`config.mk`:
```
export PLATFORM = sky130hd
export DESIGN_NAME = pbr_div
export DESIGN_NICKNAME = d
export VERILOG_FILES = /design/src/rtl/pbr_pkg.sv /design/src/rtl/pbr_div.sv
export SDC_FILE = /design/constraint.sdc
export NUM_CORES = 1
export LEC_CHECK = 0
export BUFFER_PORTS_ARGS = -buffer_cell sky130_fd_sc_hd__buf_2
export CAP_MARGIN = 40
export CORE_MARGIN = 1.5
export CORE_UTILIZATION = 55
export CTS_CLUSTER_DIAMETER = 150
export DETAILED_ROUTE_END_ITERATION = 10
export GPL_TIMING_DRIVEN = 0
export HOLD_SLACK_MARGIN = 0.15
export PLACE_DENSITY = 0.79
export SYNTH_ARGS = -nofsm -noshare
export SYNTH_HDL_FRONTEND = slang
export SYNTH_SLANG_ARGS = --single-unit
export TNS_END_PERCENT = 30
```
`constraint.sdc`:
```
create_clock -name clk -period 3.7 [get_ports clk]
set_clock_uncertainty 0.05 [all_clocks]
set_input_delay 0.37 -clock clk [delete_from_list [all_inputs] [get_ports clk]]
set_output_delay 0.37 -clock clk [all_outputs]
set_load 0.005 [all_outputs]
```
`src/rtl/pbr_pkg.sv`:
```
`timescale 1ns / 1ps
`default_nettype none
package pbr_pkg;

	localparam int NUM_SLOTS_DEF   = 8;
	localparam int MAX_PACKETS_DEF = 1024;

	// Fixed field widths
	localparam int TS_W    = 64;
	localparam int DIVR_W  = 28;
	localparam int DIVN_W  = 7;
	localparam int EPOCH_W = 8;
	localparam int CFG_IDX_W  = 3;
	localparam int CFG_DATA_W = 17;

	// Configuration register indexes
	localparam logic [CFG_IDX_W-1:0] CFG_ANT_OFF  = 3'd0;
	localparam logic [CFG_IDX_W-1:0] CFG_CHN_OFF  = 3'd1;
	localparam logic [CFG_IDX_W-1:0] CFG_TOT_ANT  = 3'd2;
	localparam logic [CFG_IDX_W-1:0] CFG_TOT_CHN  = 3'd3;
	localparam logic [CFG_IDX_W-1:0] CFG_PART_ANT = 3'd4;
	localparam logic [CFG_IDX_W-1:0] CFG_PART_CHN = 3'd5;
	localparam logic [CFG_IDX_W-1:0] CFG_PART_SMP = 3'd6;
	localparam logic [CFG_IDX_W-1:0] CFG_SMP_SLOT = 3'd7;

	typedef enum logic [1:0] {
		PH_IDLE = 2'd0,
		PH_RECV = 2'd1,
		PH_COMP = 2'd2
	} phase_t;

	typedef enum logic [1:0] {
		V_PLACED   = 2'd0,
		V_EVICTED  = 2'd1,
		V_LOST     = 2'd2,
		V_RELEASED = 2'd3
	} verdict_t;

	typedef enum logic [3:0] {
		ST_INIT,
		ST_IDLE,
		ST_DECODE,
		ST_DUR,
		ST_DIVGO,
		ST_DIVW,
		ST_MULA,
		ST_MULB,
		ST_MULC,
		ST_MULD,
		ST_LOOKUP,
		ST_SWEEP,
		ST_READ,
		ST_UPDATE
	} state_t;

	typedef enum logic [2:0] {
		OP_BLOCK,
		OP_TIME,
		OP_ANT,
		OP_CHN,
		OP_SLOTS_C,
		OP_SLOTS_A
	} div_op_t;

	typedef struct packed {
		logic                start;
		logic [TS_W-1:0]     dividend;
		logic [DIVR_W-1:0]   divisor;
		logic [DIVN_W-1:0]   nbits;
	} div_req_t;

	typedef struct packed {
		logic                done;
		logic [TS_W-1:0]     quotient;
		logic [DIVR_W-1:0]   remainder;
	} div_rsp_t;

endpackage
`default_nettype wire

```
`src/rtl/pbr_div.sv`:
```
`timescale 1ns / 1ps
`default_nettype none
module pbr_div import pbr_pkg::*; (
	input  wire logic     clk,
	input  wire logic     arst_n,
	input  wire div_req_t req,
	output div_rsp_t      rsp
);

	logic [TS_W-1:0]   q_q;
	logic [DIVR_W-1:0] r_q;
	logic [DIVR_W-1:0] d_q;
	logic [DIVN_W-1:0] cnt_q;
	logic              run_q;
	logic              done_q;
	logic [DIVR_W:0]   rr;
	logic              ge;

	// one quotient bit per cycle, restoring
	assign rr = {r_q, q_q[TS_W-1]};
	assign ge = rr >= {1'b0, d_q};

	always_ff @(posedge clk or negedge arst_n) begin
		if (!arst_n) begin
			run_q  <= 1'b0;
			done_q <= 1'b0;
			cnt_q  <= '0;
		end else begin
			done_q <= 1'b0;
			if (req.start) begin
				run_q <= 1'b1;
				cnt_q <= req.nbits;
			end else if (run_q) begin
				cnt_q <= cnt_q - 1'b1;
				if (cnt_q == DIVN_W'(1)) begin
					run_q  <= 1'b0;
					done_q <= 1'b1;
				end
			end
		end
	end

	always_ff @(posedge clk) begin
		if (req.start) begin
			q_q <= req.dividend << (DIVN_W'(TS_W) - req.nbits);
			r_q <= '0;
			d_q <= req.divisor;
		end else if (run_q) begin
			q_q <= {q_q[TS_W-2:0], ge};
			r_q <= ge ? DIVR_W'(rr - {1'b0, d_q}) : DIVR_W'(rr);
		end
	end

	assign rsp.done      = done_q;
	assign rsp.quotient  = q_q;
	assign rsp.remainder = r_q;

endmodule
`default_nettype wire

```
==> flow_metrics.tcl, run 1 <==
set metrics [dict create \
    wl_met1_um 15500 \
    critPathRequiredTime_ns 3.80 \
    hold_class "in -> reg" \
    synthMuxAreaShare 0.145 \
    rr_worst_depth 11 \
    antenna_found_initial 0 \
    yosys.area.top_type_share 0.263 \
    rows 50 \
    reg2reg_from "q_q[63]" \
    wl_per_cell_um 21.4 \
    fp.dieW_um 141 \
    htreeDepth 4 \
    ios 195 \
    drc 0 \
    rsz0062_at_grt "no" \
    synth_edf_count 92 \
    dr_total_vias 10791 \
    die_area_um2 20000 \
    p_leak_uw 0.00555 \
    p_int_uw 4070 \
    root_buffer "clkbuf_16" \
    avgViaCountPerCell 6.39 \
    final-hold-violation-count 0 \
    fp.dieH_um 141 \
    slew_violations 0 \
    yosysWarnings 0 \
    fin_area_um2 12700 \
    clock_power_share 0.238 \
    synth_compound_area_frac 0.200 \
    synth_area_leaders "edfxtp_1, mux4_2, nand2_1" \
    synth-seq-cells 129 \
    syn_to_final_growth_pct 20.3 \
    synth.distinct_cells 80 \
    core_um2 18700 \
    vdd_drop_max_uv 377 \
    path_class "in -> reg" \
    yosys.area_share.adder 0.0388 \
    synth_nets 1334 \
    synth_cells 1200 \
    clk_pin_slew_ns 0.07 \
    cts_sinks 129 \
    met3_length_um 4530 \
    end_kind "flop" \
    fillCellCount 1532 \
    max_slew_margin 0.416 \
    fin_crit_ns 3.49 \
    timing.rr.end "r_q[26]" \
    power.density_nw_per_um2 558 \
    async_reset_ff_frac 0.0698 \
    synth_xor_area_frac 0.0241 \
    crit_fanout 10 \
    finalSetupViolations 0 \
    yosysSeqAreaShare 0.337 \
    layout_setup_ws_ns 0.205 \
    place_ws_ns -0.597 \
    hpwl_um 27800 \
    post-route-util 0.677 \
    crit_arrival_ns 3.59 \
    whs_path_depth 3 \
    seqPwrFrac 0.295 \
    cts_tree "yes" \
    syn_avg_cell_area_um2 8.77 \
    synth_top_family_by_area "compound AO/OA/AOI/OAI gates" \
    switchingPower_uw 3000 \
    grt_overflow 0 \
    grt_usage 0.360 \
    outcome "finished clean" \
    clk_latency_ns 0.43 \
    nets 1576 \
    clock_path_buffers 2 \
    synthesis.area_um2 10500 \
    routed_wl_um 36200 \
    fmax_ghz 0.286 \
    worstHoldEndpoint "cnt_q[6]" \
    cts_made_buffers 17 \
    max_slew.worst_pin.slew_ns 0.876 \
    swShare 0.424 \
    placement.cell_area_um2 11800 \
    grt_start_max_net_pins 38 \
    first_pass_iters 8 \
    io_buffers 193 \
    critPathLaunchType "primary input" \
    grt_pass1_vias 9945 \
    post-cts-setup-buffers 0 \
    drive_gt1_frac 0.227 \
    start_util 0.563 \
    grt_pass1_wl_um 55200 \
    worstHoldStart "req[6]" \
    fin_crit_sh 0.945 \
    top_layer "met4" \
    synth_top_area_cell "edfxtp_1" \
    gp_congestion 1.00 \
    comb_power_share 0.467 \
    post_synth_and_or_nand_nor_area_fraction 0.181 \
    drv_cap 0 \
    drt_iter0_drc 1388 \
    ff2ff_setup_slack_ns 0.44 \
    synthFlopType "edfxtp_1" \
    diodes 0 \
    antenna_left 0 \
    wl_met2_um 15500 \
]
power by group through the flow:
stage / logic, uW / clock network (uW) / registers (uW)
2_1_floorplan: 2150 / 0 / 2060
3_3_place_gp: 3100 / 0 / 2100
3_5_place_dp: 3160 / 0 / 2100
4_1_cts: 3200 / 1670 / 2080
5_1_grt: 3570 / 1730 / 2110
6_report: 3300 / 1680 / 2080
layout by cell type, fill, tap and decap left out, drive strengths merged, types with 31 or more instances in the layout:
master	count
o21ai	54
o221ai	32
nand2	195
a21oi	76
buf	220
ha	31
o22ai	32
clkbuf	75
inv	94
nor2	119
mux2i	51
mux4	40
edfxtp	92
cell families (layout without fill, tap and decap cells):
family	Yosys count	count (layout)
AO/OA/AOI/OAI	305	305
AND/OR/NAND/NOR	433	433
adder cells (fa/ha/maj)	32	32
flip-flops	129	129
buffers and inverters	171	426
XOR/XNOR	29	29
multiplexers	101	101
worst max-delay path by stage:
stage          startpoint      end  slack, ns  cells past startpoint
4_1_cts            req[0]  q_q[63]       0.09                     13
3_5_place_dp       req[0]  q_q[63]      -0.60                     13
3_3_place_gp       req[0]  q_q[63]      -0.54                     13
6_report           req[0]  q_q[63]       0.21                     13
2_1_floorplan      req[0]  q_q[43]       0.46                     14
5_1_grt            req[0]  q_q[43]       0.07                     14
sequential cells by signal, indices dropped and copies added, names as in the netlist:
name / flops
cnt_q: 7
d_q: 28
done_q: 1
q_q: 64
r_q: 28
run_q: 1
cells in the mapped netlist, types with 3 or more instances:
| cell | number |
|---|---|
| a211o_1 | 4 |
| a211oi_1 | 19 |
| a21boi_0 | 4 |
| a21o_1 | 7 |
| a21o_2 | 3 |
| a21oi_1 | 74 |
| a311oi_1 | 26 |
| a31oi_1 | 11 |
| and2_1 | 4 |
| and3_1 | 4 |
| buf_1 | 9 |
| buf_2 | 14 |
| clkbuf_1 | 51 |
| clkbuf_8 | 5 |
| dfrtp_1 | 9 |
| dfxtp_1 | 28 |
| edfxtp_1 | 92 |
| ha_1 | 31 |
| inv_1 | 85 |
| mux2_2 | 10 |
| mux2i_1 | 51 |
| mux4_2 | 40 |
| nand2_1 | 194 |
| nand2b_1 | 22 |
| nand3_1 | 30 |
| nor2_1 | 119 |
| nor2b_1 | 8 |
| nor3_1 | 18 |
| nor4_1 | 4 |
| o211ai_1 | 12 |
| o21a_1 | 4 |
| o21ai_0 | 53 |
| o221ai_1 | 32 |
| o22ai_1 | 32 |
| or2_2 | 3 |
| or2b_2 | 3 |
| or3_1 | 8 |
| xnor2_1 | 17 |
| xor2_1 | 12 |
area by class of cell:
| cell class | instances | area (um2) | area share |
|---|---|---|---|
| Timing Repair Buffer | 223 | 1280 | 0.101 |
| Buffer | 86 | 470 | 0.0371 |
| Clock inverter | 15 | 140 | 0.0111 |
| Multi-Input combinational cell | 900 | 6190 | 0.489 |
| Tap cell | 234 | 293 | 0.0231 |
| Inverter | 85 | 319 | 0.0252 |
| Clock buffer | 17 | 425 | 0.0336 |
| Sequential cell | 129 | 3550 | 0.280 |
stage by stage:
step                hold slack (ns)  total power [uW]  setup TNS, ns  instances
floorplan                    0.0244              4210              0       1200
global placement              0.178              5200          -7.35       1627
detailed placement            0.177              5260          -9.43       1628
CTS                           0.192              6950              0       1689
global route                  0.209              7400              0       1689
finish                        0.202              7070              0       1689
metal layers:
metal | vias to the layer above | GRT usage
met5 | - | 0
met4 | 0 | 0.0981
met3 | 61 | 0.0739
met2 | 815 | 0.534
met1 | 5028 | 0.536
li1 | 4887 | -
critical path, cell delays in order:
cell and delay (ns):
buf_2 0.20, clkbuf_4 0.30, inv_1 0.10, ha_1 0.28
clkbuf_1 0.19, buf_2 0.31, clkbuf_2 0.30, a21oi_1 0.13
mux2i_1 0.56, mux2_2 0.37, nor2_1 0.05, a21oi_1 0.26
o221ai_1 0.16
timing repair:
| item | in CTS | in global routing |
|---|---|---|
| hold endpoints to repair | 37 | 0 |
| endpoints found under the setup margin | 3 | 15 |
| hold buffers | 29 | 0 |
| pin swaps | 0 | 0 |
| resized for setup | 1 | 4 |
Note: power is estimated with default switching activity, not from simulation.
==> run 2: changes to the inputs <==
- CORE_UTILIZATION: 55 -> 40
- PLACE_DENSITY: 0.79 -> not set
==> flow_metrics.tcl, run 2 (synthesis gave the netlist of run 1 again) <==
set metrics [dict create \
    cts_made_buffers 17 \
    core_um2 25900 \
    root_buffer "clkbuf_16" \
    diodes 0 \
    htreeDepth 4 \
    grt_start_max_net_pins 64 \
    antenna_left 0 \
    io_buffers 193 \
    first_pass_iters 5 \
    p_int_uw 4170 \
    post-route-util 0.495 \
    switchingPower_uw 2840 \
    clk_pin_slew_ns 0.06 \
    fp.dieW_um 165 \
    crit_fanout 10 \
    final-hold-violation-count 0 \
    crit_arrival_ns 3.60 \
    clock_path_buffers 2 \
    top_regs "q_q x64, d_q x28, r_q x28" \
    max_slew_margin 0.441 \
    vdd_drop_max_uv 333 \
    place_inst 1729 \
    largest_reg_flops 64 \
    hold_slack_ns 0.187 \
    grt_pass1_vias 9431 \
    path_class "in -> reg" \
    syn_to_final_growth_pct 21.8 \
    fin_area_um2 12800 \
    nets 1576 \
    die_area_um2 27300 \
    slew_violations 0 \
    antenna_found_initial 0 \
    fmax_ghz 0.285 \
    rows 59 \
    mostFrequentLayoutCells "buf_2, nand2_1, nor2_1" \
    placement.cell_area_um2 11900 \
    avgViaCountPerCell 5.77 \
    fin_crit_sh 0.950 \
    cts_tree "yes" \
    routed_wl_um 36200 \
    hpwl_um 28600 \
    fin_crit_ns 3.51 \
    largest-register "q_q" \
    post-cts-setup-buffers 0 \
    fin_cells 1790 \
    critPathLaunchType "primary input" \
    finalSetupViolations 0 \
    end_kind "flop" \
    outcome "finished clean" \
    rsz0062_at_grt "no" \
    comb_power_share 0.463 \
    power.density_nw_per_um2 546 \
    critPathRequiredTime_ns 3.79 \
    cts_sinks 129 \
    start_util 0.406 \
    fp.dieH_um 165 \
    p_leak_uw 0.00556 \
    drive_gt1_frac 0.229 \
    drt_iter0_drc 1133 \
    seqPwrFrac 0.299 \
    swShare 0.405 \
    clock_power_share 0.237 \
    wl_per_cell_um 20.2 \
    finalPower_uw 7000 \
    grt_usage 0.263 \
    max_slew.worst_pin.slew_ns 0.838 \
    drv_cap 0 \
    hold_class "in -> reg" \
    gp_congestion 0.949 \
    final_common_cell "buf_2" \
    clk_latency_ns 0.42 \
    grt_overflow 0 \
    drc 0 \
    grt_pass1_wl_um 54600 \
    ios 195 \
    dr_total_vias 10335 \
]
-- run 2: area by class of cell --
cell class                      count  area, um2
Fill cell                        2556      13100
Multi-Input combinational cell    900       6200
Sequential cell                   129       3550
Timing Repair Buffer              224       1290
Buffer                             85        472
Clock buffer                       17        425
Tap cell                          335        419
Inverter                           85        319
Clock inverter                     15        143
-- run 2: worst paths after layout --
check                           depth (start not counted)     from  slack [ns]  endpoint
worst max-delay path                                   13   req[0]        0.19   q_q[61]
worst min-delay path                                    3   req[1]        0.19  cnt_q[1]
worst max register to register                         11  q_q[63]        0.41   r_q[26]
worst min register to register                          2  r_q[10]        0.47   r_q[11]
max in group asynchronous                               2   arst_n        3.13  cnt_q[3]
min in group asynchronous                               2   arst_n        0.29    done_q
-- run 2: critical path, stage by stage --
cell      delay [ns]
buf_2           0.21
clkbuf_4        0.31
inv_1           0.12
ha_1            0.31
clkbuf_1        0.18
buf_2           0.32
mux4_2          0.38
a21oi_1         0.52
nand2_1         0.11
nand2_1         0.22
nor2_1          0.07
a21oi_1         0.30
o221ai_1        0.15
-- run 2: power groups by stage --
stage	clock, uW	combinational (uW)	sequential [uW]
global route	1730	3550	2130
finish	1660	3250	2100
CTS	1680	3190	2100
detailed placement	0	3140	2120
floorplan	0	2150	2060
global placement	0	3140	2120
-- run 2: timing repair --
item / 4_1_cts / 5_1_grt
pin swaps: 0 / 0
endpoints found under the setup margin: 22 / 19
hold endpoints to repair: 38 / 0
hold buffers: 30 / 0
gates resized for setup: 4 / 8
-- run 2: per-stage QoR --
| step | worst slack [ns] | TNS, ns |
|---|---|---|
| floorplan | 0.458 | 0 |
| global route | 0.0757 | 0 |
| global placement | -0.825 | -20.60 |
| detailed placement | -0.834 | -21.07 |
| CTS | 0.117 | 0 |
| finish | 0.186 | 0 |
-- run 2: metal layers --
metal,part of all wire,vias up,global-route usage
li1,-,4874,-
met5,0,-,0
met2,0.44,466,0.401
met3,0.071,43,0.0340
met4,0.018,0,0.0667
met1,0.47,4952,0.391
